**src/design/assert_macros.svh**
```systemverilog
// Assertion macros used by the LFU tag table core.
// Define NO_ASSERTIONS to compile every check away.
`ifndef ASSERT_MACROS_SVH
`define ASSERT_MACROS_SVH
`ifndef NO_ASSERTIONS
// checked on every clk edge outside reset
`define LFU_ASSERT(lbl, prop, msg) \
	lbl: assert property (@(posedge clk) disable iff (!arst_n) prop) else $error(msg);
// checked on every clk edge, reset included
`define LFU_ASSERT_ALWAYS(lbl, prop, msg) \
	lbl: assert property (@(posedge clk) prop) else $error(msg);
`else
`define LFU_ASSERT(lbl, prop, msg)
`define LFU_ASSERT_ALWAYS(lbl, prop, msg)
`endif
`endif

```
**src/design/lfu_pkg.sv**
```systemverilog
// Shared types and constants for the LFU tag table.
// No dependencies; used by every module of the block.
package lfu_pkg;

	localparam int ENTRIES = 128;
	localparam int IDX_W   = $clog2(ENTRIES);
	localparam int CNT_W   = $clog2(ENTRIES + 1);
	localparam int CFG_W   = 8;
	localparam int LN_W    = (CNT_W > CFG_W) ? CNT_W : CFG_W;
	localparam int KEY_W   = 32;
	localparam int USE_W   = 32;
	localparam int CMP_W   = 32;   // keys and use counts share one comparator
	localparam int SLOT_W  = 7;

	localparam logic [CFG_W-1:0] ACTIVE_RESET = CFG_W'(10);

	localparam logic ACT_LOOKUP = 1'b0;
	localparam logic ACT_INSERT = 1'b1;

	typedef enum logic [1:0] {
		ST_IDLE,
		ST_SCAN,
		ST_RESULT
	} state_t;

	typedef enum logic {
		CMP_EQ,
		CMP_LE
	} cmp_op_t;

	typedef struct packed {
		logic             action;
		logic [KEY_W-1:0] key_tag;
	} in_t;

	typedef struct packed {
		logic              hit;
		logic [SLOT_W-1:0] slot;
		logic              evicted;
	} out_t;

	typedef struct packed {
		logic             key_we;
		logic             cnt_we;
		logic [IDX_W-1:0] addr;
		logic [KEY_W-1:0] key;
		logic [USE_W-1:0] cnt;
	} store_wr_t;

	typedef struct packed {
		logic             vld;
		logic [KEY_W-1:0] key;
		logic [USE_W-1:0] cnt;
	} store_rd_t;

endpackage

```
**src/design/lfu_cmp.sv**
```systemverilog
// Shared compare unit of the scan: equality for key match, less-or-equal for
// the minimum-count search. Depends on lfu_pkg.
module lfu_cmp
	import lfu_pkg::*;
(
	input  cmp_op_t          op,
	input  logic [CMP_W-1:0] a,
	input  logic [CMP_W-1:0] b,
	output logic             res
);

	always_comb begin
		unique case (op)
			CMP_EQ:  res = (a == b);
			CMP_LE:  res = (a <= b);
			default: res = 1'b0;
		endcase
	end

endmodule

```
**config.mk**
```make
export PLATFORM = sky130hd
export DESIGN_NAME = lfu_cmp
export DESIGN_NICKNAME = d
export VERILOG_FILES = /design/src/design/assert_macros.svh /design/src/design/lfu_pkg.sv /design/src/design/lfu_cmp.sv
export SDC_FILE = /design/constraint.sdc
export NUM_CORES = 1
export LEC_CHECK = 0
export BUFFER_PORTS_ARGS = -buffer_cell sky130_fd_sc_hd__buf_2
export CAP_MARGIN = 20
export CORE_MARGIN = 2
export CORE_UTILIZATION = 45
export DETAILED_ROUTE_END_ITERATION = 10
export GPL_TIMING_DRIVEN = 0
export PLACE_DENSITY = 0.91
export SLEW_MARGIN = 10
export SYNTH_ARGS = -nofsm -noshare
export SYNTH_HDL_FRONTEND = slang
export SYNTH_SLANG_ARGS = --single-unit
```
**constraint.sdc**
```tcl
create_clock -name vclk -period 4.5
set_input_delay 1.125 -clock vclk [all_inputs]
set_output_delay 1.125 -clock vclk [all_outputs]
set_load 0.05 [all_outputs]
```
# After elaboration in Yosys (flattened, before gate mapping)

Cells that the tools add are included.
Widths: inputs -> output; s select.

$lt $le $gt $ge: 1
Equal/unequal tests: 1
Mux-type cells: 1
Bitwise gates (word level): 1

Operators by type and width:

| kind         | number |
|---|---|
| $eq 32x32->1 | 1 |
| $le 32x32->1 | 1 |
| $pmux 1 s2   | 1 |
| $not 1->1    | 1 |

Register bits after elaboration: 0
Input bits: 65
Output and inout bits: 1
Logic and storage cells: 4

# Longest topological paths before layout

Gate-level depths: netlist of run 1.

Word-level depth: 2
Depth in mapped cells: 7
Gate-level depth less buffers: 7

# Least setup slack after synthesis of run 1

No wires, ideal clock.

Kind: input to output
Start point: in b[14]
End point: out res
Arrival time: 2.970 ns
Required time: 3.375 ns
Slack: 0.405 ns
Stages on the path: 7
Path buffers: 0
Cells stage by stage: inv_1 -> ha_1 -> a21oi_2 -> nand2_1 -> a221o_1 -> o31a_1 -> o21ai_1

Longest elaborated chain between the ends: 2
Elaborated cells between the ends (all ways): 3
Those cells by class: 1 x order compare; 1 x eq/ne; 1 x mux

Ends and longest elaborated chain:

| what                                         | RTL line                     | text |
|---|---|---|
| start, declared                              | lfu_cmp.sv:8                 | `input logic [CMP_W-1:0] b,` |
| $le 32x32->1 or $eq 32x32->1 (tied branches) | lfu_cmp.sv:15, lfu_cmp.sv:14 |  |
| $pmux 1 s2 *                                 | lfu_cmp.sv:13                | `unique case (op)` |
| end, declared                                | lfu_cmp.sv:9                 | `output logic res` |

Mark *: on every way between the ends. The rest lies on a longest branch, timed or not.

# Worst setup path after layout of run 1

Start point: in a[7]
End point: out res

Longest elaborated chain between the ends: 2
Elaborated cells between the ends (all ways): 3
Those cells by class: 1 x order compare; 1 x eq/ne; 1 x mux

Ends and longest elaborated chain:

| what                                         | RTL line                     | text |
|---|---|---|
| start, declared                              | lfu_cmp.sv:7                 | `input logic [CMP_W-1:0] a,` |
| $le 32x32->1 or $eq 32x32->1 (tied branches) | lfu_cmp.sv:15, lfu_cmp.sv:14 |  |
| $pmux 1 s2 *                                 | lfu_cmp.sv:13                |  |

Marked as above.

==> results_dict.tcl, run 1 <==
set metrics [dict create \
    outcome "finished clean" \
    io_pins 66 \
    capturing_element_type_of_the_critical_path "output pin" \
    switching_share_pct 48.03 \
    drt-initial-drc-count 4 \
    timing_worst_setup_path_type "in2out" \
    synth.cell_area_um2 807.0 \
    grt_start_max_net_pins 5 \
    timing.slew.headroom_pct 74.22 \
    fin_ws_ps 598.8 \
    synth_area_leader_cell "sky130_fd_sc_hd__ha_1" \
    worstMarginPinSlew_ps 377.0 \
    netlist.area_leader.share_pct 49.61 \
    fin_tns_setup_ps 0 \
    power.density_mw_per_mm2 79.74 \
    clock_buffers 0 \
    place.gp.congestion 0.6918 \
    nets 279 \
    cts_resized 0 \
    globalRouteTotalUtil_pct 20.00 \
    post_synth.cell_area_avg_um2 7.079 \
    first_global_vias 950 \
    power.switching_uw 44.76 \
    drv_cap 0 \
    layout-drive-gt1-share_pct 37.22 \
    cell_internal_pwr_uw 48.43 \
    flow.area_growth_from_synthesis_pct 44.81 \
    place_hpwl_mm 1.961 \
    chipHeight_um 46.35 \
    grt_antenna_before_repair 0 \
    routed_via_density 4.907 \
    area_of_the_core_mm2 0.001708 \
    finalWirelength_mm 2.031 \
    met2_length_mm 1.131 \
    grt_first_pass_wirelength_mm 3.277 \
    synth.area.top_cells "sky130_fd_sc_hd__ha_1, sky130_fd_sc_hd__inv_1, sky130_fd_sc_hd__a21oi_1" \
    postCtsHoldBufs 0 \
    power.combinational.fraction_pct 100.0 \
    synth_seq_area_share_pct 0 \
    fin_util_pct 68.42 \
    grt_remaining_overflow 0 \
    placementRows 15 \
    synth.yosys.warnings 0 \
    detailedRoute.firstPassIterationCount 4 \
    die_w_um 46.35 \
    synthTopCellsByCount "sky130_fd_sc_hd__inv_1, sky130_fd_sc_hd__ha_1, sky130_fd_sc_hd__a21oi_1" \
    ff_latch_area_um2 0 \
    number_of_input_and_output_port_buffers_inserted 66 \
    worstPathArrival_ps 2780 \
    nFlopsAndLatches 0 \
    seq_power_share_pct 0 \
    dr_total_vias 1006 \
    detail-route-antenna-nets 0 \
    post_drt_wl_per_cell_um 9.907 \
    post-route-min-period_ps 3901 \
    met3RoutedLength_um 136 \
    floorplan.initialDensity_pct 47.25 \
    post-cts-setup-buffer-count 0 \
    netlist_instances 114 \
    ys_types 21 \
    timing.final.crit_share_pct 86.69 \
    max_clock_freq_mhz 256.3 \
    startpoint_type "primary input" \
    preCtsSetupSlack_ps 574.5 \
    met1_routed_wirelength_after_detailed_routing_um 763 \
    holdCritPathClass "in2out" \
    syn-num-nets 211 \
    worstPathMaxFanout 3 \
    worst-endpoint-required_ps 3380 \
    number_of_antenna_diodes 0 \
    fp.dieArea_mm2 0.002148 \
    drt_drc_violations_left 0 \
    vdd_drop_max_v 0.00004098 \
    finalSetupViolations 0 \
    grt_setup_unrepaired "false" \
    hold_viol_final 0 \
    timing_max_transition_violations_final 0 \
    total_power_uw 93.19 \
    clock_power_share_pct 0 \
    power.leakage_nw 0.7676 \
    post-synth-top-count-cell "sky130_fd_sc_hd__inv_1" \
    top_layer "met3" \
]
==> cell families after synthesis <==
group,after synthesis,share of synthesized area [%]
AND/OR/NAND/NOR,24,15.66
adder cells (fa/ha/maj),32,49.61
AO/OA/AOI/OAI,24,18.92
buffers and inverters,34,15.81
==> power by group through the flow <==
stage / Sequential (mW) / Clock, mW / Combinational, mW
after floorplan: 0 / 0 / 0.0525
after global placement: 0 / 0 / 0.0878
after detailed placement: 0 / 0 / 0.0939
after CTS: 0 / 0 / 0.0944
after global routing: 0 / 0 / 0.108
final: 0 / 0 / 0.0932
==> final timing paths <==
kind / startpoint / slack, ps / end / cells past startpoint
max: a[7] / 600 / res / 8
min: op / 2820 / res / 6
==> area by class of cell <==
type,instances,area (um^2)
inverter,34,127.6
multi-input combinational,80,679.4
fill,145,539.3
timing repair buffer,66,330.3
tap,25,31.28
==> per-stage QoR <==
step	cells	instance area (um^2)	hold slack [ps]
after global routing	205	1169	2859
after CTS	205	1169	2829
final	205	1169	2822
after global placement	205	1169	2806
after detailed placement	205	1169	2822
after floorplan	114	807.0	2687
==> routing by layer <==
metal,global-route usage (%),up-vias
li1,-,535
met1,17.70,431
met2,46.39,40
met3,1.569,0
met4,2.286,0
met5,0,-
==> cells in the final DEF, fill, tap and decap left out <==
cell                        Yosys  routed
sky130_fd_sc_hd__a2111oi_0      1       1
sky130_fd_sc_hd__a21o_1         1       1
sky130_fd_sc_hd__a21oi_1       10      10
sky130_fd_sc_hd__a21oi_2        1       1
sky130_fd_sc_hd__a221o_1        1       1
sky130_fd_sc_hd__a221oi_1       2       2
sky130_fd_sc_hd__a41oi_1        1       1
sky130_fd_sc_hd__buf_2          0      66
sky130_fd_sc_hd__ha_1          32      32
sky130_fd_sc_hd__inv_1         34      34
sky130_fd_sc_hd__nand2_1        6       6
sky130_fd_sc_hd__nand2b_1       1       1
sky130_fd_sc_hd__nand3_1        4       4
sky130_fd_sc_hd__nand4_1        8       8
sky130_fd_sc_hd__nor2_1         1       1
sky130_fd_sc_hd__nor2b_1        1       1
sky130_fd_sc_hd__nor3_1         1       1
sky130_fd_sc_hd__nor4_1         2       2
sky130_fd_sc_hd__o211ai_1       1       1
sky130_fd_sc_hd__o21ai_0        4       4
sky130_fd_sc_hd__o21ai_1        1       1
sky130_fd_sc_hd__o31a_1         1       1
==> critical path, cell delays in order <==
cell	delay (ps)
sky130_fd_sc_hd__buf_2	100
sky130_fd_sc_hd__ha_1	320
sky130_fd_sc_hd__a21oi_1	150
sky130_fd_sc_hd__o21ai_0	100
sky130_fd_sc_hd__a221o_1	300
sky130_fd_sc_hd__o31a_1	290
sky130_fd_sc_hd__o21ai_1	120
sky130_fd_sc_hd__buf_2	280
Note: power is estimated with default switching activity, not from simulation.
==> run 2, diff against run 1 <==
- ABC_AREA: default -> 1
- CORE_UTILIZATION: 45 -> 35
- PLACE_DENSITY: 0.91 -> 0.72
==> results_dict.tcl, run 2 <==
set metrics [dict create \
    outcome "finished clean" \
    post-cts-setup-buffer-count 0 \
    met1_routed_wirelength_after_detailed_routing_um 741 \
    fin_ws_ps 999.4 \
    io_pins 66 \
    number_of_antenna_diodes 0 \
    grt_first_pass_wirelength_mm 3.111 \
    synth.area.top_cells "sky130_fd_sc_hd__ha_1, sky130_fd_sc_hd__inv_1, sky130_fd_sc_hd__nand2_1" \
    fin_tns_setup_ps 0 \
    layout.cells.most_common "sky130_fd_sc_hd__buf_2" \
    floorplan.initialDensity_pct 36.03 \
    top_layer "met3" \
    finalWirelength_mm 1.807 \
    vdd_drop_max_v 0.00003680 \
    ys_types 10 \
    grt_remaining_overflow 0 \
    postCtsHoldBufs 0 \
    fp.dieArea_mm2 0.002896 \
    startpoint_type "primary input" \
    layout.filler_cells 292 \
    worstMarginPinSlew_ps 254.0 \
    finalInstanceArea_mm2 0.001236 \
    dr_total_vias 1041 \
    met3RoutedLength_um 160 \
    max_clock_freq_mhz 285.7 \
    die_w_um 53.81 \
    post-route-min-period_ps 3501 \
    layout-drive-gt1-share_pct 33.02 \
    synth.yosys.warnings 0 \
    synthTopCellsByCount "sky130_fd_sc_hd__inv_1, sky130_fd_sc_hd__nand2_1, sky130_fd_sc_hd__ha_1" \
    hold_viol_final 0 \
    nFlopsAndLatches 0 \
    syn-num-nets 243 \
    timing.slew.headroom_pct 83.18 \
    grt_setup_unrepaired "false" \
    area_of_the_core_mm2 0.002410 \
    drv_cap 0 \
    placedCellCount 242 \
    first_global_vias 912 \
    placementRows 18 \
    synth_seq_area_share_pct 0 \
    number_of_input_and_output_port_buffers_inserted 66 \
    power.density_mw_per_mm2 76.87 \
    grt_start_max_net_pins 4 \
    chipHeight_um 53.81 \
    preCtsSetupSlack_ps 984.6 \
    postPlaceCellArea_mm2 0.001236 \
    worstPathMaxFanout 2 \
    drt-initial-drc-count 1 \
    cts_resized 0 \
    power.leakage_nw 0.8718 \
    detail-route-antenna-nets 0 \
    nets 311 \
    post_drt_wl_per_cell_um 7.467 \
    worstPathArrival_ps 2380 \
    flow.area_growth_from_synthesis_pct 42.36 \
    holdWs_ps 2822 \
    drt_drc_violations_left 0 \
    grt_antenna_before_repair 0 \
    netlist_instances 146 \
    finalSetupViolations 0 \
    synth.cell_area_um2 868.3 \
    clock_buffers 0 \
    globalRouteTotalUtil_pct 13.28 \
    timing.final.crit_share_pct 77.79 \
    synth_area_leader_cell "sky130_fd_sc_hd__ha_1" \
    fin_util_pct 51.30 \
    detailedRoute.firstPassIterationCount 2 \
    netlist.area_leader.share_pct 46.11 \
    holdCritPathClass "in2out" \
    place_hpwl_mm 1.817 \
    worst-endpoint-required_ps 3380 \
    met2_length_um 905 \
    timing_max_transition_violations_final 0 \
    routed_via_density 4.302 \
    finish.cell_count_without_fillers 242 \
    mostFrequentLayoutCells "sky130_fd_sc_hd__buf_2, sky130_fd_sc_hd__inv_1, sky130_fd_sc_hd__nand2_1, sky130_fd_sc_hd__ha_1, sky130_fd_sc_hd__a21oi_1" \
    timing_worst_setup_path_type "in2out" \
    capturing_element_type_of_the_critical_path "output pin" \
    ff_latch_area_um2 0 \
    post_synth.cell_area_avg_um2 5.947 \
    total_power_uw 95.03 \
    place.gp.congestion 0.6879 \
]
==> run 2: changes by cell type after synthesis, moves of 2 or more <==
| cell | previous run | this run |
|---|---|---|
| sky130_fd_sc_hd__inv_1 | 34 | 40 |
| sky130_fd_sc_hd__nand3_1 | 4 | 2 |
| sky130_fd_sc_hd__o21ai_0 | 4 | 2 |
| sky130_fd_sc_hd__a221oi_1 | 2 | 0 |
| sky130_fd_sc_hd__nor2_1 | 1 | 10 |
| sky130_fd_sc_hd__nor4_1 | 2 | 0 |
| sky130_fd_sc_hd__nand4_1 | 8 | 2 |
| sky130_fd_sc_hd__nor2_2 | 0 | 4 |
| sky130_fd_sc_hd__nand2_1 | 6 | 40 |
| sky130_fd_sc_hd__a21oi_1 | 10 | 13 |
==> run 2: per-layer routing <==
layer  vias up  global-route usage (%)
met1       420                   15.02
met2        37                   27.85
met3         0                  0.8333
met4         0                       0
met5         -                       0
li1        584                       -
==> run 2: cell type report <==
type	count	area, um^2	share of cell area [%]
multi-input cells	106	718.2	58.10
inverters	40	150.1	12.15
well taps	30	37.54	3.036
repair buffers	66	330.3	26.72
==> run 2: worst paths after layout <==
kind	cells past startpoint	from	endpoint	slack (ps)
min	8	op	res	2820
max	10	a[31]	res	1000
==> run 2: kinds of logic (layout without fill, tap and decap cells) <==
group	count (synthesis)	in the layout	synth area share (%)
compound gates	16	16	9.510
simple gates	58	58	27.09
buf+inv	40	106	17.29
fa+ha+maj	32	32	46.11
==> run 2: critical path, stage by stage <==
cell	delay, ps
sky130_fd_sc_hd__buf_2	100
sky130_fd_sc_hd__ha_1	300
sky130_fd_sc_hd__a21oi_1	130
sky130_fd_sc_hd__nand2_1	60
sky130_fd_sc_hd__nor2_1	100
sky130_fd_sc_hd__nand2_1	60
sky130_fd_sc_hd__a21oi_1	130
sky130_fd_sc_hd__nand2_1	70
sky130_fd_sc_hd__nand2_1	50
sky130_fd_sc_hd__buf_2	250
==> run 2: power by group <==
group,leakage [nW],total [mW],internal [mW],switching (mW)
clock,0,0,0,0
sequential,0,0,0,0
combinational,0.872,0.0950,0.0485,0.0465
